===== src/design/cpu8ae_pkg.sv =====
// ----------------------------------------------------------------------------
// cpu8ae_pkg
// Types and codes shared by the arithmetic execution unit of an 8-bit CPU.
// ----------------------------------------------------------------------------
package cpu8ae_pkg;

  localparam int NUM_REGS = 7;

  // operation codes
  localparam logic [3:0] MODE_ADD = 4'd0;
  localparam logic [3:0] MODE_SUB = 4'd1;
  localparam logic [3:0] MODE_ADI = 4'd2;
  localparam logic [3:0] MODE_SUI = 4'd3;
  localparam logic [3:0] MODE_INR = 4'd4;
  localparam logic [3:0] MODE_DCR = 4'd5;
  localparam logic [3:0] MODE_DAD = 4'd6;
  localparam logic [3:0] MODE_INX = 4'd7;
  localparam logic [3:0] MODE_DCX = 4'd8;

  // register selector codes
  localparam logic [2:0] REG_A = 3'd0;
  localparam logic [2:0] REG_B = 3'd1;
  localparam logic [2:0] REG_C = 3'd2;
  localparam logic [2:0] REG_D = 3'd3;
  localparam logic [2:0] REG_E = 3'd4;
  localparam logic [2:0] REG_H = 3'd5;
  localparam logic [2:0] REG_L = 3'd6;
  localparam logic [2:0] REG_M = 3'd7;

  // register pair codes
  localparam logic [1:0] PAIR_BC  = 2'd0;
  localparam logic [1:0] PAIR_DE  = 2'd1;
  localparam logic [1:0] PAIR_HL  = 2'd2;
  localparam logic [1:0] PAIR_BAD = 2'd3;

  // flag bit positions
  localparam int FLAG_S  = 7;
  localparam int FLAG_Z  = 6;
  localparam int FLAG_AC = 4;
  localparam int FLAG_P  = 2;
  localparam int FLAG_CY = 0;

  typedef struct packed {
    logic [3:0] mode;
    logic [2:0] reg_sel;
    logic [1:0] pair_sel;
    logic [7:0] immediate;
    logic [7:0] mem_data;
  } item_t;

  typedef struct packed {
    logic [NUM_REGS-1:0][7:0] regs;
    logic [7:0]               flags;
  } cpu_state_t;

  typedef struct packed {
    logic [7:0]  acc;
    logic [7:0]  flag_byte;
    logic [15:0] hl_addr;
    logic        mem_we;
    logic [7:0]  mem_wdata;
    logic        bad_op;
  } result_t;

endpackage


===== src/design/cpu8ae_state.sv =====
// ----------------------------------------------------------------------------
// cpu8ae_state
// Register file (A,B,C,D,E,H,L) and flag byte, loaded once per transaction.
// ----------------------------------------------------------------------------
module cpu8ae_state (
  input  logic                   clk,
  input  logic                   rst,
  input  logic                   load,
  input  cpu8ae_pkg::cpu_state_t state_next,
  output cpu8ae_pkg::cpu_state_t state
);

  always_ff @(posedge clk) begin
    if (rst) begin
      state <= '0;
    end else if (load) begin
      state <= state_next;
    end
  end

endmodule


===== src/design/cpu8ae_alu.sv =====
// ----------------------------------------------------------------------------
// cpu8ae_alu
// Executes one arithmetic-group instruction on the current CPU state.
// ----------------------------------------------------------------------------
module cpu8ae_alu (
  input  cpu8ae_pkg::item_t      item,
  input  cpu8ae_pkg::cpu_state_t state,
  output cpu8ae_pkg::cpu_state_t state_next,
  output cpu8ae_pkg::result_t    result
);

  logic        bad;
  logic        is_sub;
  logic [7:0]  opnd;
  logic [7:0]  op_a;
  logic [7:0]  op_b;
  logic [8:0]  sum9;
  logic        aux;
  logic [7:0]  res8;
  logic [7:0]  szp;
  logic [15:0] pair_val;
  logic [15:0] hl_val;
  logic [16:0] dad_sum;
  logic [15:0] pair_inc;
  logic [2:0]  hi_idx;
  logic [2:0]  lo_idx;

  always_comb begin
    bad = (item.mode > cpu8ae_pkg::MODE_DCX) ||
          ((item.mode >= cpu8ae_pkg::MODE_DAD) && (item.pair_sel == cpu8ae_pkg::PAIR_BAD));

    unique case (item.reg_sel)
      cpu8ae_pkg::REG_A: opnd = state.regs[cpu8ae_pkg::REG_A];
      cpu8ae_pkg::REG_B: opnd = state.regs[cpu8ae_pkg::REG_B];
      cpu8ae_pkg::REG_C: opnd = state.regs[cpu8ae_pkg::REG_C];
      cpu8ae_pkg::REG_D: opnd = state.regs[cpu8ae_pkg::REG_D];
      cpu8ae_pkg::REG_E: opnd = state.regs[cpu8ae_pkg::REG_E];
      cpu8ae_pkg::REG_H: opnd = state.regs[cpu8ae_pkg::REG_H];
      cpu8ae_pkg::REG_L: opnd = state.regs[cpu8ae_pkg::REG_L];
      default:           opnd = item.mem_data;
    endcase

    unique case (item.pair_sel)
      cpu8ae_pkg::PAIR_BC: pair_val = {state.regs[cpu8ae_pkg::REG_B],
                                       state.regs[cpu8ae_pkg::REG_C]};
      cpu8ae_pkg::PAIR_DE: pair_val = {state.regs[cpu8ae_pkg::REG_D],
                                       state.regs[cpu8ae_pkg::REG_E]};
      cpu8ae_pkg::PAIR_HL: pair_val = {state.regs[cpu8ae_pkg::REG_H],
                                       state.regs[cpu8ae_pkg::REG_L]};
      default:             pair_val = '0;
    endcase

    hi_idx = {item.pair_sel, 1'b1};
    lo_idx = hi_idx + 3'd1;
    hl_val = {state.regs[cpu8ae_pkg::REG_H], state.regs[cpu8ae_pkg::REG_L]};

    // shared 8-bit adder
    is_sub = (item.mode == cpu8ae_pkg::MODE_SUB) || (item.mode == cpu8ae_pkg::MODE_SUI) ||
             (item.mode == cpu8ae_pkg::MODE_DCR);
    priority if ((item.mode == cpu8ae_pkg::MODE_INR) || (item.mode == cpu8ae_pkg::MODE_DCR)) begin
      op_a = opnd;
      op_b = 8'd1;
    end else if ((item.mode == cpu8ae_pkg::MODE_ADI) ||
                 (item.mode == cpu8ae_pkg::MODE_SUI)) begin
      op_a = state.regs[cpu8ae_pkg::REG_A];
      op_b = item.immediate;
    end else begin
      op_a = state.regs[cpu8ae_pkg::REG_A];
      op_b = opnd;
    end

    if (is_sub) begin
      sum9 = {1'b0, op_a} - {1'b0, op_b};
      aux  = op_a[3:0] < op_b[3:0];
    end else begin
      sum9 = {1'b0, op_a} + {1'b0, op_b};
      aux  = ({1'b0, op_a[3:0]} + {1'b0, op_b[3:0]}) > 5'd15;
    end
    res8 = sum9[7:0];

    szp                     = '0;
    szp[cpu8ae_pkg::FLAG_S]  = res8[7];
    szp[cpu8ae_pkg::FLAG_Z]  = (res8 == 8'd0);
    szp[cpu8ae_pkg::FLAG_AC] = aux;
    szp[cpu8ae_pkg::FLAG_P]  = ~^res8;

    dad_sum  = {1'b0, hl_val} + {1'b0, pair_val};
    pair_inc = (item.mode == cpu8ae_pkg::MODE_INX) ? pair_val + 16'd1 : pair_val - 16'd1;

    state_next       = state;
    result.mem_we    = 1'b0;
    result.mem_wdata = '0;
    result.bad_op    = bad;

    if (!bad) begin
      unique case (item.mode)
        cpu8ae_pkg::MODE_ADD, cpu8ae_pkg::MODE_SUB,
        cpu8ae_pkg::MODE_ADI, cpu8ae_pkg::MODE_SUI: begin
          state_next.regs[cpu8ae_pkg::REG_A] = res8;
          state_next.flags                   = szp;
          state_next.flags[cpu8ae_pkg::FLAG_CY] = sum9[8];
        end
        cpu8ae_pkg::MODE_INR, cpu8ae_pkg::MODE_DCR: begin
          state_next.flags                      = szp;
          state_next.flags[cpu8ae_pkg::FLAG_CY] = state.flags[cpu8ae_pkg::FLAG_CY];
          if (item.reg_sel == cpu8ae_pkg::REG_M) begin
            result.mem_we    = 1'b1;
            result.mem_wdata = res8;
          end else begin
            state_next.regs[item.reg_sel] = res8;
          end
        end
        cpu8ae_pkg::MODE_DAD: begin
          state_next.regs[cpu8ae_pkg::REG_H]    = dad_sum[15:8];
          state_next.regs[cpu8ae_pkg::REG_L]    = dad_sum[7:0];
          state_next.flags[cpu8ae_pkg::FLAG_CY] = dad_sum[16];
        end
        cpu8ae_pkg::MODE_INX, cpu8ae_pkg::MODE_DCX: begin
          state_next.regs[hi_idx] = pair_inc[15:8];
          state_next.regs[lo_idx] = pair_inc[7:0];
        end
        default: begin
          state_next = state;
        end
      endcase
    end

    result.acc       = state_next.regs[cpu8ae_pkg::REG_A];
    result.flag_byte = state_next.flags;
    result.hl_addr   = {state_next.regs[cpu8ae_pkg::REG_H], state_next.regs[cpu8ae_pkg::REG_L]};
  end

endmodule


===== src/design/cpu8_arith_exec_unit.sv =====
// ----------------------------------------------------------------------------
// cpu8_arith_exec_unit
// Arithmetic-group execution unit of an 8-bit CPU: ADD, SUB, ADI, SUI, INR,
// DCR, DAD, INX and DCX on seven 8-bit registers and a flag byte.
//
//   channel  dir  handshake                 payload
//   s_axis   in   s_tvalid / s_tready       s_tdata[31:0]  instruction
//   m_axis   out  m_tvalid / m_tready       m_tdata[47:0]  execution result
//
// An instruction passes one input register; the execute logic then updates
// the register file and loads the result register in the same cycle. One
// instruction per cycle while the output is not stalled; the register-file
// update loop sets that rate. Reset clears all CPU registers and flags. A
// stalled output holds the result and backs up into the input stage.
// ----------------------------------------------------------------------------
module cpu8_arith_exec_unit (
  input  logic        clk,
  input  logic        rst,
  input  logic        s_tvalid,
  output logic        s_tready,
  // mode[3:0], reg_sel[6:4], pair_sel[8:7], immediate[16:9], mem_data[24:17]
  input  logic [31:0] s_tdata,
  output logic        m_tvalid,
  input  logic        m_tready,
  // acc[7:0], flag_byte[15:8], hl_addr[31:16], mem_we[32], mem_wdata[40:33],
  // bad_op[41]
  output logic [47:0] m_tdata
);

  cpu8ae_pkg::item_t      item_in;
  cpu8ae_pkg::item_t      item_q;
  logic                   item_valid;
  logic                   exec_fire;
  logic                   out_ready;
  cpu8ae_pkg::cpu_state_t state;
  cpu8ae_pkg::cpu_state_t state_next;
  cpu8ae_pkg::result_t    exec_res;
  cpu8ae_pkg::result_t    res_q;
  logic                   res_valid;

  assign item_in.mode      = s_tdata[3:0];
  assign item_in.reg_sel   = s_tdata[6:4];
  assign item_in.pair_sel  = s_tdata[8:7];
  assign item_in.immediate = s_tdata[16:9];
  assign item_in.mem_data  = s_tdata[24:17];

  assign out_ready = !res_valid || m_tready;
  assign exec_fire = item_valid && out_ready;
  assign s_tready  = !item_valid || exec_fire;

  always_ff @(posedge clk) begin
    if (rst) begin
      item_valid <= 1'b0;
    end else if (s_tready) begin
      item_valid <= s_tvalid;
    end
  end

  always_ff @(posedge clk) begin
    if (s_tready && s_tvalid) begin
      item_q <= item_in;
    end
  end

  cpu8ae_alu u_alu (
    .item       (item_q),
    .state      (state),
    .state_next (state_next),
    .result     (exec_res)
  );

  cpu8ae_state u_state (
    .clk        (clk),
    .rst        (rst),
    .load       (exec_fire),
    .state_next (state_next),
    .state      (state)
  );

  always_ff @(posedge clk) begin
    if (rst) begin
      res_valid <= 1'b0;
    end else if (out_ready) begin
      res_valid <= item_valid;
    end
  end

  always_ff @(posedge clk) begin
    if (exec_fire) begin
      res_q <= exec_res;
    end
  end

  assign m_tvalid = res_valid;
  assign m_tdata  = {6'b0, res_q.bad_op, res_q.mem_wdata, res_q.mem_we,
                     res_q.hl_addr, res_q.flag_byte, res_q.acc};

`ifndef ASSERT_OFF
  a_bad_keeps_state: assert property (@(posedge clk) disable iff (rst)
    exec_fire && exec_res.bad_op |=> $stable(state))
    else $error("invalid instruction changed CPU state");

  a_mem_write_source: assert property (@(posedge clk) disable iff (rst)
    exec_fire && exec_res.mem_we |-> (item_q.reg_sel == cpu8ae_pkg::REG_M) &&
      ((item_q.mode == cpu8ae_pkg::MODE_INR) || (item_q.mode == cpu8ae_pkg::MODE_DCR)))
    else $error("memory write without INR/DCR on memory");

  a_flag_zero_bits: assert property (@(posedge clk) disable iff (rst)
    res_valid |-> (res_q.flag_byte[5] == 1'b0) && (res_q.flag_byte[3] == 1'b0) &&
      (res_q.flag_byte[1] == 1'b0))
    else $error("reserved flag bits set");

  a_pair_ops_keep_flags: assert property (@(posedge clk) disable iff (rst)
    exec_fire && ((item_q.mode == cpu8ae_pkg::MODE_INX) ||
      (item_q.mode == cpu8ae_pkg::MODE_DCX)) |=> $stable(state.flags))
    else $error("INX/DCX changed flags");

  a_no_exec_when_blocked: assert property (@(posedge clk) disable iff (rst)
    res_valid && !m_tready |=> $stable(state))
    else $error("state changed while output stalled");
`endif

endmodule

===== config.mk =====
export PLATFORM = sky130hd
export DESIGN_NAME = cpu8_arith_exec_unit
export DESIGN_NICKNAME = d
export VERILOG_FILES = /design/src/design/cpu8ae_pkg.sv /design/src/design/cpu8ae_state.sv /design/src/design/cpu8ae_alu.sv /design/src/design/cpu8_arith_exec_unit.sv
export SDC_FILE = /design/constraint.sdc
export NUM_CORES = 1
export LEC_CHECK = 0
export BUFFER_PORTS_ARGS = -buffer_cell sky130_fd_sc_hd__buf_2
export CAP_MARGIN = 20
export CELL_PAD_IN_SITES_DETAIL_PLACEMENT = 0
export CELL_PAD_IN_SITES_GLOBAL_PLACEMENT = 2
export CORE_MARGIN = 1.5
export CORE_UTILIZATION = 35
export CTS_CLUSTER_SIZE = 10
export DETAILED_ROUTE_END_ITERATION = 7
export PLACE_DENSITY_LB_ADDON = 0.3
export SKIP_CTS_REPAIR_TIMING = 1
export SLEW_MARGIN = 20
export SYNTH_ARGS = -nofsm -noshare
export SYNTH_HDL_FRONTEND = slang
export SYNTH_SLANG_ARGS = --single-unit

===== constraint.sdc =====
create_clock -name clk -period 6.2 [get_ports clk]
set_input_delay 0.31 -clock clk [delete_from_list [all_inputs] [get_ports clk]]
set_output_delay 0.31 -clock clk [all_outputs]
set_load 0.005 [all_outputs]

; After elaboration in Yosys (flattened, before gate mapping)
; Cells that the tools add are included.
[word_totals]
register_bits = 133
in_bits = 36
out_inout_bits = 50
wordCells = 113
[op_classes]
n_addsub = 7
magnitude_cmp = 10
n_eq_ne = 19
muxes = 25
n_bitwise = 3
reduce_logical = 28
[op_table]
columns = cell, count
row1 = bitwise mux 56 bit, 3
row2 = case mux 16 bit (3 select lines), 2
row3 = two-way mux 64 bit, 1
row4 = case mux 32 bit (2 select lines), 1
row5 = two-way mux 56 bit, 1
row6 = case mux 8 bit (7 select lines), 1
row7 = demux 8 bit (select 3 bit), 2
row8 = two-way mux 8 bit, 6
row9 = case mux 8 bit (3 select lines), 1
row10 = two-way mux 9 bit, 2
row11 = adder 16 x 16 -> 17 bit, 1
row12 = adder 16 x 1 -> 16 bit (second input constant), 1
row13 = demux 8 bit (select 2 bit), 1
row14 = equality test 4 x 3 -> 1 bit (second input constant), 4
row15 = two-way mux 16 bit, 1
row16 = subtractor 16 x 1 -> 16 bit (second input constant), 1
row17 = equality test 3 bit (second input constant), 4
row18 = less-than comparator 3 x 4 -> 1 bit (second input constant), 3
row19 = adder 8 x 8 -> 9 bit, 1
row20 = greater-or-equal comparator 3 x 1 -> 1 bit (second input constant), 3
row21 = subtractor 8 x 8 -> 9 bit, 1
row22 = equality test 4 x 2 -> 1 bit (second input constant), 2
row23 = zero test 8 bit, 1
row24 = XNOR reduction 8 bit, 1
row25 = other kinds (29), 47

; Longest topological paths before layout
; Gate-level depths: netlist of the first run.
[logic_depth]
ltp_word = 10
mapped_depth = 27
mapped_depth_nobuf = 24

; Modules after synthesis
; Synthesis of the first run repeated with hierarchy kept, for this count alone.
[hier_totals]
cells_unflattened = 1109
area_unflattened_um2 = 9821.9
[by_module_without_submodules]
columns = module, instances, cells_each, area_each_um2, seq_area_each_um2
row1 = cpu8ae_alu, 1, 819, 5366.4, 0.0
row2 = cpu8ae_state, 1, 206, 2290.9, 1281.2
row3 = cpu8_arith_exec_unit, 1, 84, 2164.6, 2052.0

; Least setup slack after synthesis of the first run
; OpenSTA, ideal clock, no wires.
[synth_timing]
path_type = register to register
start = register item_q[19] (netlist name)
end = register res_q, in the netlist m_tdata[10], data pin
setup_ns = 0.267
arrival_time_ns = 4.354
required_ns = 5.933
setup_slack_ns = 1.579
stages_incl_launch_ff = 25
path_buffers = 3
synth_period_minus_slack_ns = 4.621
cell_sequence = edfxtp_1 -> buf_6 -> buf_6 -> buf_4 -> o221a_2 -> o41ai_1 -> a21oi_1 -> a31oi_2 -> ha_1 -> nand2_1 -> nor2_1 -> nand4_1 -> nor2b_1 -> xor2_1 -> ha_1 -> or2_2 -> o31a_1 -> inv_1 -> nor3_1 -> nor2_1 -> inv_1 -> ha_1 -> xor2_1 -> xnor2_1 -> o21ai_0
[synth_rtl]
columns = item, line_no
row1 = start: declaration, cpu8_arith_exec_unit.sv:31  ; cpu8ae_pkg::item_t item_q;
row2 = start signal: assignment, cpu8_arith_exec_unit.sv:61  ; item_q <= item_in;
row3 = end signal: assignment, cpu8_arith_exec_unit.sv:90  ; res_q <= exec_res;
row4 = end: declaration, cpu8_arith_exec_unit.sv:38  ; cpu8ae_pkg::result_t res_q;

; Worst setup path after layout of the first run
[layout_timing]
start = register item_q[18] (netlist name)
end = register u_state.state[2] (netlist name)
[layout_via]
elab_chain_cells = 9
word_cells_on_any_way = 17
classes_between = add/sub: 2 / eq/ne: 6 / mux: 7 / reduce/logical: 2
[layout_rtl]
columns = item, line_no
row1 = "equality test 3 bit, or another cell as far along", cpu8ae_alu.sv:32  ; unique case (item.reg_sel)
row2 = case mux 8 bit (7 select lines) (*), cpu8ae_alu.sv:32
row3 = two-way mux 8 bit, cpu8ae_alu.sv:63  ; end else if ((item.mode == cpu8ae_pkg::MODE_ADI) ||
row4 = two-way mux 8 bit, cpu8ae_alu.sv:60  ; priority if ((item.mode == cpu8ae_pkg::MODE_INR) || (item.mode == cpu8ae_pkg::MODE_DCR)) begin
row5 = adder 8 x 8 -> 9 bit or subtractor 8 x 8 -> 9 bit (tied branches), "cpu8ae_alu.sv:76, cpu8ae_alu.sv:73"
row6 = two-way mux 9 bit (*), cpu8ae_alu.sv:72  ; if (is_sub) begin
row7 = XNOR reduction 8 bit (*), cpu8ae_alu.sv:85  ; szp[cpu8ae_pkg::FLAG_P] = ~^res8;
row8 = two-way mux 7 bit (*), cpu8ae_alu.sv:96  ; unique case (item.mode)
row9 = two-way mux 64 bit (*), cpu8ae_alu.sv:95  ; if (!bad) begin
; Every way passes the cells marked *; elsewhere a longest branch is shown, timed or not.
; A chain may end at the register's enable or synchronous reset.

==> flow_summary.json, run 1 <==
{
  "die_width_um": 165,
  "core-area_mm2": 0.0260,
  "route.detailed.drc": 0,
  "clock_latency_ps": 440,
  "grt_pass1_vias": 7798,
  "cp-start-kind": "flip-flop",
  "hold-path-cell-count": 1,
  "grt-ovfl-total": 0,
  "wirelength_um": 32400,
  "fin_setup_tns_ps": 0,
  "cp_data_arrival_time_ps": 5810,
  "peakVddDrop_v": 0.000167,
  "gp_congestion": 0.882,
  "hold_path_class": "primary input to flip-flop",
  "slew_violations": 0,
  "p_per_area_mw_per_mm2": 266,
  "layout-drive-gt1-share_pct": 16.1,
  "min-delay-start": "s_tdata[2]",
  "cts_tree": "done",
  "finClkSkew_ps": 11.2,
  "drtIter0Drc": 748,
  "worstRegToRegCells": 24,
  "path_class": "flip-flop to flip-flop",
  "clk_pin_slew_ps": 70,
  "cts_root_buffer": "clkbuf_16",
  "path_cells": "nand2b_1, o221a_2, o41ai_1, a21oi_1, a31oi_2, ha_1, nand2_1, nor2_1, nand4_1, nor2b_1, xor2_1, ha_1, or2_2, o31a_1, inv_1, o21a_1, nor2_1, inv_1, ha_1, xor2_1, xnor2_1, nor2_1, a21oi_1, nor2_1",
  "fin_crit_ps": 5510,
  "grt_max_degree": 68,
  "synth_commonest_cells": "130 x nor2_1, 103 x nand2_1, 74 x o21ai_0, 68 x a21oi_1, 67 x edfxtp_1",
  "end_kind": "flip-flop",
  "syn2layout_area_growth_pct": 14.1,
  "initial_utilization_pct": 35.5,
  "dieArea_mm2": 0.0274,
  "cts_buffer_depth": 2,
  "max_slew_margin_pct": 32.5,
  "finalHoldViolCount": 0,
  "hold_end": "item_q[23]$_DFFE_PP_",
  "reg2reg_from": "item_q[18]$_DFFE_PP_",
  "postSynthCellCount": 1060,
  "final_core_util_pct": 40.5,
  "status": "complete, no violations",
  "synthArstFlopShare_pct": 0,
  "worstMarginPinSlew_ps": 1010,
  "path_delay_family": "compound AO/OA/AOI/OAI gates",
  "critical_path_buf_inv_count": 2,
  "synth_warnings": 0,
  "ant_nets": 0,
  "fp-row-count": 59,
  "r2r_setup_slack_ps": 690,
  "final_net_count": 1217,
  "grt_pass1_wl_um": 48800,
  "cellLeakagePower_uw": 0.00411,
  "synthFlopType": "edfxtp_1",
  "grt_antenna_before_repair": 0,
  "die_h_um": 165,
  "dp_hpwl_um": 24000,
  "vias": 8451,
  "first_pass_iters": 5,
  "routed_via_density": 5.73,
  "drv_cap": 0,
  "cts_made_buffers": 17,
  "track_usage_pct": 24.3,
  "synth_area_mm2": 0.00924,
  "period_share_pct": 88.9,
  "setup_viol": 0,
  "rsz0062_at_grt": "false",
  "synth_top_area_share_pct": 21.8,
  "io_buffers": 72,
  "critical-path-max-stage-delay_ps": 590,
  "critPathMostFrequentCell": "nor2_1",
  "cp_max_fo": 12,
  "h-tree-depth": 4,
  "ys_seq_area_share_pct": 36.1,
  "synth_top_area_cell": "edfxtp_1",
  "avgRoutedWirePerCell_um": 22.0,
  "rr_endpoint": "u_state.state[2]$_SDFFE_PP0P_",
  "synth_enable_flop_cells": 67,
  "worstPathRequired_ps": 6500,
  "synth_area_leaders": "edfxtp_1 22%, dfxtp_1 14%, ha_1 6.6%, nor2_1 5.3%, nand2_1 4.2%",
  "synth_most_common_cell": "nor2_1",
  "synth.ff_latch_count": 133,
  "fmax_mhz": 181,
  "synth.distinct_cells": 80,
  "cts_sinks": 133,
  "avgSynthCellArea_um2": 8.71,
  "ios": 86,
  "critPathSlowestCell": "edfxtp_1",
  "antennaDiodeCount": 0
}
[worst max-delay path by stage]
stage                               from                            end  slack (ps)  depth (start not counted)
floorplan           item_q[19]$_DFFE_PP_          m_tdata[10]$_DFFE_PP_        1580                         24
global placement    item_q[18]$_DFFE_PP_  u_state.state[2]$_SDFFE_PP0P_         830                         24
detailed placement  item_q[20]$_DFFE_PP_  u_state.state[2]$_SDFFE_PP0P_         770                         24
CTS                 item_q[20]$_DFFE_PP_  u_state.state[2]$_SDFFE_PP0P_         760                         24
global route        item_q[20]$_DFFE_PP_  u_state.state[2]$_SDFFE_PP0P_         340                         24
finish              item_q[18]$_DFFE_PP_  u_state.state[2]$_SDFFE_PP0P_         690                         24
[routing by layer]
layer  vias up  GRT usage, %  wire (um)
li1       4064             -          -
met1      4020          35.3      15300
met2       322          36.5      14200
met3        45          2.90       1940
met4         0          9.17        979
met5         -             0          0
[stage by stage]
| step | hold slack, ps | total power (uW) | worst slack, ps | cell area, um^2 | std cells |
|---|---|---|---|---|---|
| floorplan | 409 | 1470 | 1580 | 9250 | 1065 |
| global placement | 436 | 1800 | 828 | 9980 | 1444 |
| detailed placement | 436 | 1800 | 769 | 9980 | 1444 |
| CTS | 33.1 | 2810 | 756 | 10500 | 1476 |
| global route | 36.8 | 2910 | 342 | 10500 | 1476 |
| finish | 45.3 | 2800 | 689 | 10500 | 1476 |
[cells by family (layout without fill, tap and decap cells)]
family / after synthesis / count (layout) / synth area share, %
simple gates: 361 / 361 / 18.1
compound gates: 327 / 327 / 23.8
xor+xnor: 35 / 35 / 3.32
flops: 133 / 133 / 36.1
other cells: 1 / 6 / 0.0406
fa+ha+maj: 53 / 53 / 7.51
buf+inv: 96 / 172 / 4.65
mux: 54 / 54 / 6.44
[power by group]
part,internal (uW),switching (uW)
clock network,530,478
logic,278,497
registers,977,39.0
total,1790,1010
[placed cells by master (no fill, tap or decap), drive strengths merged, types with 23 or more instances in the layout]
master  instances
edfxtp         67
a211oi         23
buf           103
inv            48
o21ai          76
a21oi          70
mux2i          32
nand2         103
nor3           28
dfxtp          66
ha             49
nor2          130
[worst reg2reg max path, cell delays in order, from the launching register on]
cell and delay, ps:
edfxtp_1 590, nand2b_1 320, o221a_2 350, o41ai_1 580, a21oi_1 130, a31oi_2 320, ha_1 220, nand2_1 60
nor2_1 120, nand4_1 190, nor2b_1 210, xor2_1 160, ha_1 320, or2_2 290, o31a_1 110, inv_1 70
o21a_1 220, nor2_1 80, inv_1 160, ha_1 270, xor2_1 180, xnor2_1 190, nor2_1 70, a21oi_1 110
nor2_1 50
[layout make-up]
type                    instances  area (um^2)
fillers                      2695        15400
multi-input cells             836         5490
flip-flops and latches        133         3330
repair buffers                103          593
clock buffers                  17          425
well taps                     335          419
inverters                      37          139
clock inverters                15          134
Note: power is estimated with default switching activity, not from simulation.
==> run 2: changes to the inputs <==
--- a/config.mk
+++ b/config.mk
@@ -14,6 +14,7 @@
 export CTS_CLUSTER_SIZE = 10
 export DETAILED_ROUTE_END_ITERATION = 7
 export PLACE_DENSITY_LB_ADDON = 0.3
+export REMOVE_ABC_BUFFERS = 1
 export SKIP_CTS_REPAIR_TIMING = 1
 export SLEW_MARGIN = 20
 export SYNTH_ARGS = -nofsm -noshare
==> run 2 against run 1 <==
  * Via count shrank 0.25%
  * Critical path depth did not move
  * Global-route usage is 0.19 points lower
  * Combinational power down 4.3%
  * Power is 1.1% lower
  * Wire length rose by 0.14%
  * Clock power about the same
  * Setup slack got worse by 86 ps
  * Count of clock-buffer cells in the layout rose by 1
  * Design area rose by 0.23%
==> flow_summary.json, run 2 (synthesized netlist as in run 1, its figures left out) <==
{
  "vias": 8430,
  "wirelength_um": 32500,
  "die_width_um": 165,
  "drv_cap": 0,
  "ant_nets": 0,
  "total_power_uw": 2770,
  "worstMarginPinSlew_ps": 1010,
  "routed_via_density": 5.71,
  "initial_utilization_pct": 35.5,
  "syn2layout_area_growth_pct": 14.3,
  "gp_congestion": 0.913,
  "status": "complete, no violations",
  "rsz0062_at_grt": "false",
  "final_net_count": 1217,
  "first_pass_iters": 5,
  "fin_setup_tns_ps": 0,
  "p_per_area_mw_per_mm2": 262,
  "track_usage_pct": 24.1,
  "finClkSkew_ps": 10.5,
  "path_class": "flip-flop to flip-flop",
  "grt_antenna_before_repair": 1,
  "dieArea_mm2": 0.0274,
  "setup_viol": 0,
  "dp_hpwl_um": 23800,
  "fillers": 2703,
  "core-area_mm2": 0.0260,
  "final-seq-area_mm2": 0.00333,
  "avgRoutedWirePerCell_um": 22.0,
  "grt_pass1_wl_um": 48300,
  "clock_latency_ps": 430,
  "grt_pass1_vias": 7818,
  "route.detailed.drc": 0,
  "fin_crit_ps": 5600,
  "cp-start-kind": "flip-flop",
  "ios": 86,
  "period_share_pct": 90.3,
  "peakVddDrop_v": 0.000134,
  "cts_tree": "done",
  "grt-ovfl-total": 0,
  "cellLeakagePower_uw": 0.00412,
  "slew_violations": 0,
  "fp-row-count": 59,
  "grt_max_degree": 68,
  "finalHoldViolCount": 0,
  "antennaDiodeCount": 0,
  "layout_commonest_cell": "nor2_1",
  "clk_pin_slew_ps": 70,
  "cp_max_fo": 14,
  "h-tree-depth": 4,
  "r2r_setup_slack_ps": 600,
  "cts_buffer_depth": 2,
  "worstPathRequired_ps": 6490,
  "cts_sinks": 133,
  "cp_data_arrival_time_ps": 5880,
  "layout-drive-gt1-share_pct": 16.2,
  "max_slew_margin_pct": 32.4,
  "die_h_um": 165,
  "cts_root_buffer": "clkbuf_16",
  "final_cell_mix": "130 x nor2_1, 103 x nand2_1, 73 x o21ai_0",
  "hold_path_class": "primary input to flip-flop",
  "cts_made_buffers": 17,
  "end_kind": "flip-flop",
  "fmax_mhz": 179,
  "io_buffers": 72,
  "drtIter0Drc": 869,
  "multi_input_area_mm2": 0.00549
}
[run 2: stage by stage]
step | area [um^2] | hold slack [ps] | std cells | worst slack, ps | util [%]
4_1_cts | 10600 | 40.5 | 1476 | 623 | 40.6
6_report | 10600 | 50.2 | 1476 | 603 | 40.6
3_3_place_gp | 9990 | 436 | 1444 | 684 | 38.4
5_1_grt | 10600 | 39.9 | 1476 | 91.4 | 40.6
3_5_place_dp | 9990 | 436 | 1444 | 659 | 38.4
2_1_floorplan | 8960 | 378 | 1006 | 1210 | -
[run 2: final cells by class]
| type | count | area share [%] |
|---|---|---|
| Timing Repair Buffer | 103 | 5.74 |
| Multi-Input combinational cell | 836 | 52.0 |
| Clock buffer | 18 | 4.16 |
| Sequential cell | 133 | 31.6 |
| Inverter | 37 | 1.32 |
| Tap cell | 335 | 3.97 |
| Clock inverter | 14 | 1.23 |
[run 2: worst max-delay path, stage by stage, from the launching register on]
cell and delay [ps]:
edfxtp_1 670, nand2b_1 290, o221a_2 350, o41ai_1 650, a21oi_1 120, a31oi_2 340
ha_1 240, nand2_1 60, nor2_1 140, nand4_1 160, nor2b_1 190, xor2_1 170
ha_1 330, or2_2 290, o31a_1 110, inv_1 70, nor3_1 80, nor2_1 160
inv_1 90, ha_1 310, xor2_1 170, xnor2_1 220, nor2_1 70, a21oi_1 120
nor2_1 50
[run 2: power breakdown]
part / switching [uW] / internal [uW] / leakage, uW / total [uW]
registers: 36.8 / 977 / 0.00117 / 1010
clock network: 470 / 543 / 0.000277 / 1010
logic: 473 / 269 / 0.00268 / 742
total: 979 / 1790 / 0.00412 / 2770
[run 2: path summary, 6_finish.rpt]
kind	start	endpoint	cells past startpoint
setup / recovery	item_q[20]$_DFFE_PP_	u_state.state[2]$_SDFFE_PP0P_	24
hold reg to reg	u_state.state[1]$_SDFFE_PP0P_	u_state.state[1]$_SDFFE_PP0P_	1
hold / removal	s_tdata[13]	item_q[12]$_DFFE_PP_	1
setup reg to reg	item_q[20]$_DFFE_PP_	u_state.state[2]$_SDFFE_PP0P_	24
[run 2: per-layer routing]
metal	up-vias	track usage, %	share of wire [%]
met2	290	36.6	44
met3	44	3.55	5.4
li1	4069	-	-
met5	-	0	0.031
met4	2	7.35	2.1
met1	4025	35.0	48
==> run 3: changes to the inputs <==
==> constraint.sdc (replaced) <==
create_clock -name clk -period 5.76 [get_ports clk]
set_input_delay 0.288 -clock clk [delete_from_list [all_inputs] [get_ports clk]]
set_output_delay 0.288 -clock clk [all_outputs]
set_load 0.005 [all_outputs]
==> run 3 against run 2 <==
  * Flip-flop and latch count did not move
  * Combinational power increased by 8.1%
  * Global-route usage about the same
  * Via count increased by 1.2%
  * Critical path depth increased by 2
  * Clock skew barely moved
  * Setup slack worse by 150 ps
  * Worst hold slack worse by 21 ps
  * Highest routed layer is now met4
  * Largest cell class unchanged
  * Cell count increased by 0.68%
  * Power increased by 9.2%
  * Wire length down 0.52%
  * Register-to-register slack worse by 150 ps
==> flow_summary.json, run 3 (synthesized netlist as in run 1, its figures left out) <==
{
  "rsz0062_at_grt": "false",
  "p_per_area_mw_per_mm2": 284,
  "fillers": 2703,
  "avgRoutedWirePerCell_um": 21.7,
  "hold-path-cell-count": 1,
  "first_pass_iters": 7,
  "clk_pin_slew_ps": 70,
  "fin_crit_ps": 5310,
  "final_cell_mix": "130 x nor2_1, 103 x nand2_1, 73 x o21ai_0",
  "antennaDiodeCount": 0,
  "finClkSkew_ps": 10.9,
  "cts_made_buffers": 17,
  "worstRegToRegCells": 26,
  "clock_latency_ps": 430,
  "hold_path_class": "primary input to flip-flop",
  "fp-row-count": 59,
  "die_h_um": 165,
  "cp_max_fo": 25,
  "cts_root_buffer": "clkbuf_16",
  "wirelength_um": 32300,
  "cellLeakagePower_uw": 0.00418,
  "grt_pass1_wl_um": 48800,
  "peakVddDrop_v": 0.000166,
  "route.detailed.drc": 0,
  "fin_setup_tns_ps": 0,
  "worstPathRequired_ps": 6050,
  "critPathMostFrequentCell": "nor2_1",
  "grt_max_degree": 68,
  "layout_setup_ws_ps": 450,
  "final_net_count": 1227,
  "core-area_mm2": 0.0260,
  "cts_tree": "done",
  "worstMarginPinSlew_ps": 997,
  "cts_sinks": 133,
  "ant_nets": 0,
  "grt_antenna_before_repair": 0,
  "cp-start-kind": "flip-flop",
  "post-place-ws_ps": 459,
  "drv_cap": 0,
  "gp_congestion": 0.908,
  "cp_data_arrival_time_ps": 5600,
  "routed_via_density": 5.74,
  "grt_pass1_vias": 7946,
  "die_width_um": 165,
  "setup_viol": 0,
  "end_kind": "flip-flop",
  "dp_hpwl_um": 23700,
  "max_slew_margin_pct": 33.4,
  "initial_utilization_pct": 35.5,
  "slew_violations": 0,
  "path_class": "flip-flop to flip-flop",
  "critical-path-max-stage-delay_ps": 490,
  "fmax_mhz": 188,
  "io_buffers": 72,
  "vias": 8530,
  "h-tree-depth": 4,
  "layout_commonest_cell": "nor2_1",
  "drtIter0Drc": 756,
  "status": "complete, no violations",
  "cts_buffer_depth": 2,
  "layout-drive-gt1-share_pct": 17.0,
  "grt-ovfl-total": 0,
  "ios": 86,
  "critPathSlowestCell": "edfxtp_1",
  "period_share_pct": 92.2,
  "finalHoldViolCount": 0,
  "dieArea_mm2": 0.0274,
  "track_usage_pct": 24.1,
  "syn2layout_area_growth_pct": 15.4,
  "final_core_util_pct": 41.0
}
[run 3: per-layer routing]
layer	global-route usage [%]	wire (um)	vias to the layer above
met1	34.6	15600	4102
met5	0	0	-
li1	-	-	4080
met4	6.70	686	0
met2	37.8	14400	303
met3	3.12	1620	45
[run 3: critical path: cells and delay by family, from the launching register on]
family	cells	cell delay (ps)
xor+xnor	3	630
simple gates	9	1390
buf+inv	4	610
fa+ha+maj	3	820
flops	1	490
compound gates	7	1200
[run 3: per-stage QoR]
step | hold slack [ps] | instances | area (um^2) | power (uW)
after detailed placement | 438 | 1447 | 10000 | 1900
final | 28.9 | 1486 | 10700 | 3020
after global routing | 15.8 | 1486 | 10700 | 3160
after global placement | 437 | 1447 | 10000 | 1900
after CTS | 20.0 | 1479 | 10600 | 3030
after floorplan | 356 | 1006 | 8960 | 1570
[run 3: final timing paths]
path	from	end	slack (ps)
worst max-delay path	item_q[18]$_DFFE_PP_	u_state.state[2]$_SDFFE_PP0P_	450
worst min-delay path	s_tdata[0]	item_q[21]$_DFFE_PP_	30
worst min register to register	u_state.state[5]$_SDFFE_PP0P_	u_state.state[5]$_SDFFE_PP0P_	450
worst max register to register	item_q[18]$_DFFE_PP_	u_state.state[2]$_SDFFE_PP0P_	450
[run 3: power by group]
part           switching (uW)  internal (uW)
clock network             511            618
registers                38.8           1050
logic                     511            291
[run 3: final cells by class]
| class | count | area [um^2] | area share [%] |
|---|---|---|---|
| Clock inverter | 15 | 160 | 1.50 |
| Tap cell | 335 | 419 | 3.93 |
| Clock buffer | 17 | 425 | 3.99 |
| Timing Repair Buffer | 113 | 681 | 6.39 |
| Inverter | 37 | 139 | 1.30 |
| Sequential cell | 133 | 3330 | 31.3 |
| Multi-Input combinational cell | 836 | 5500 | 51.6 |
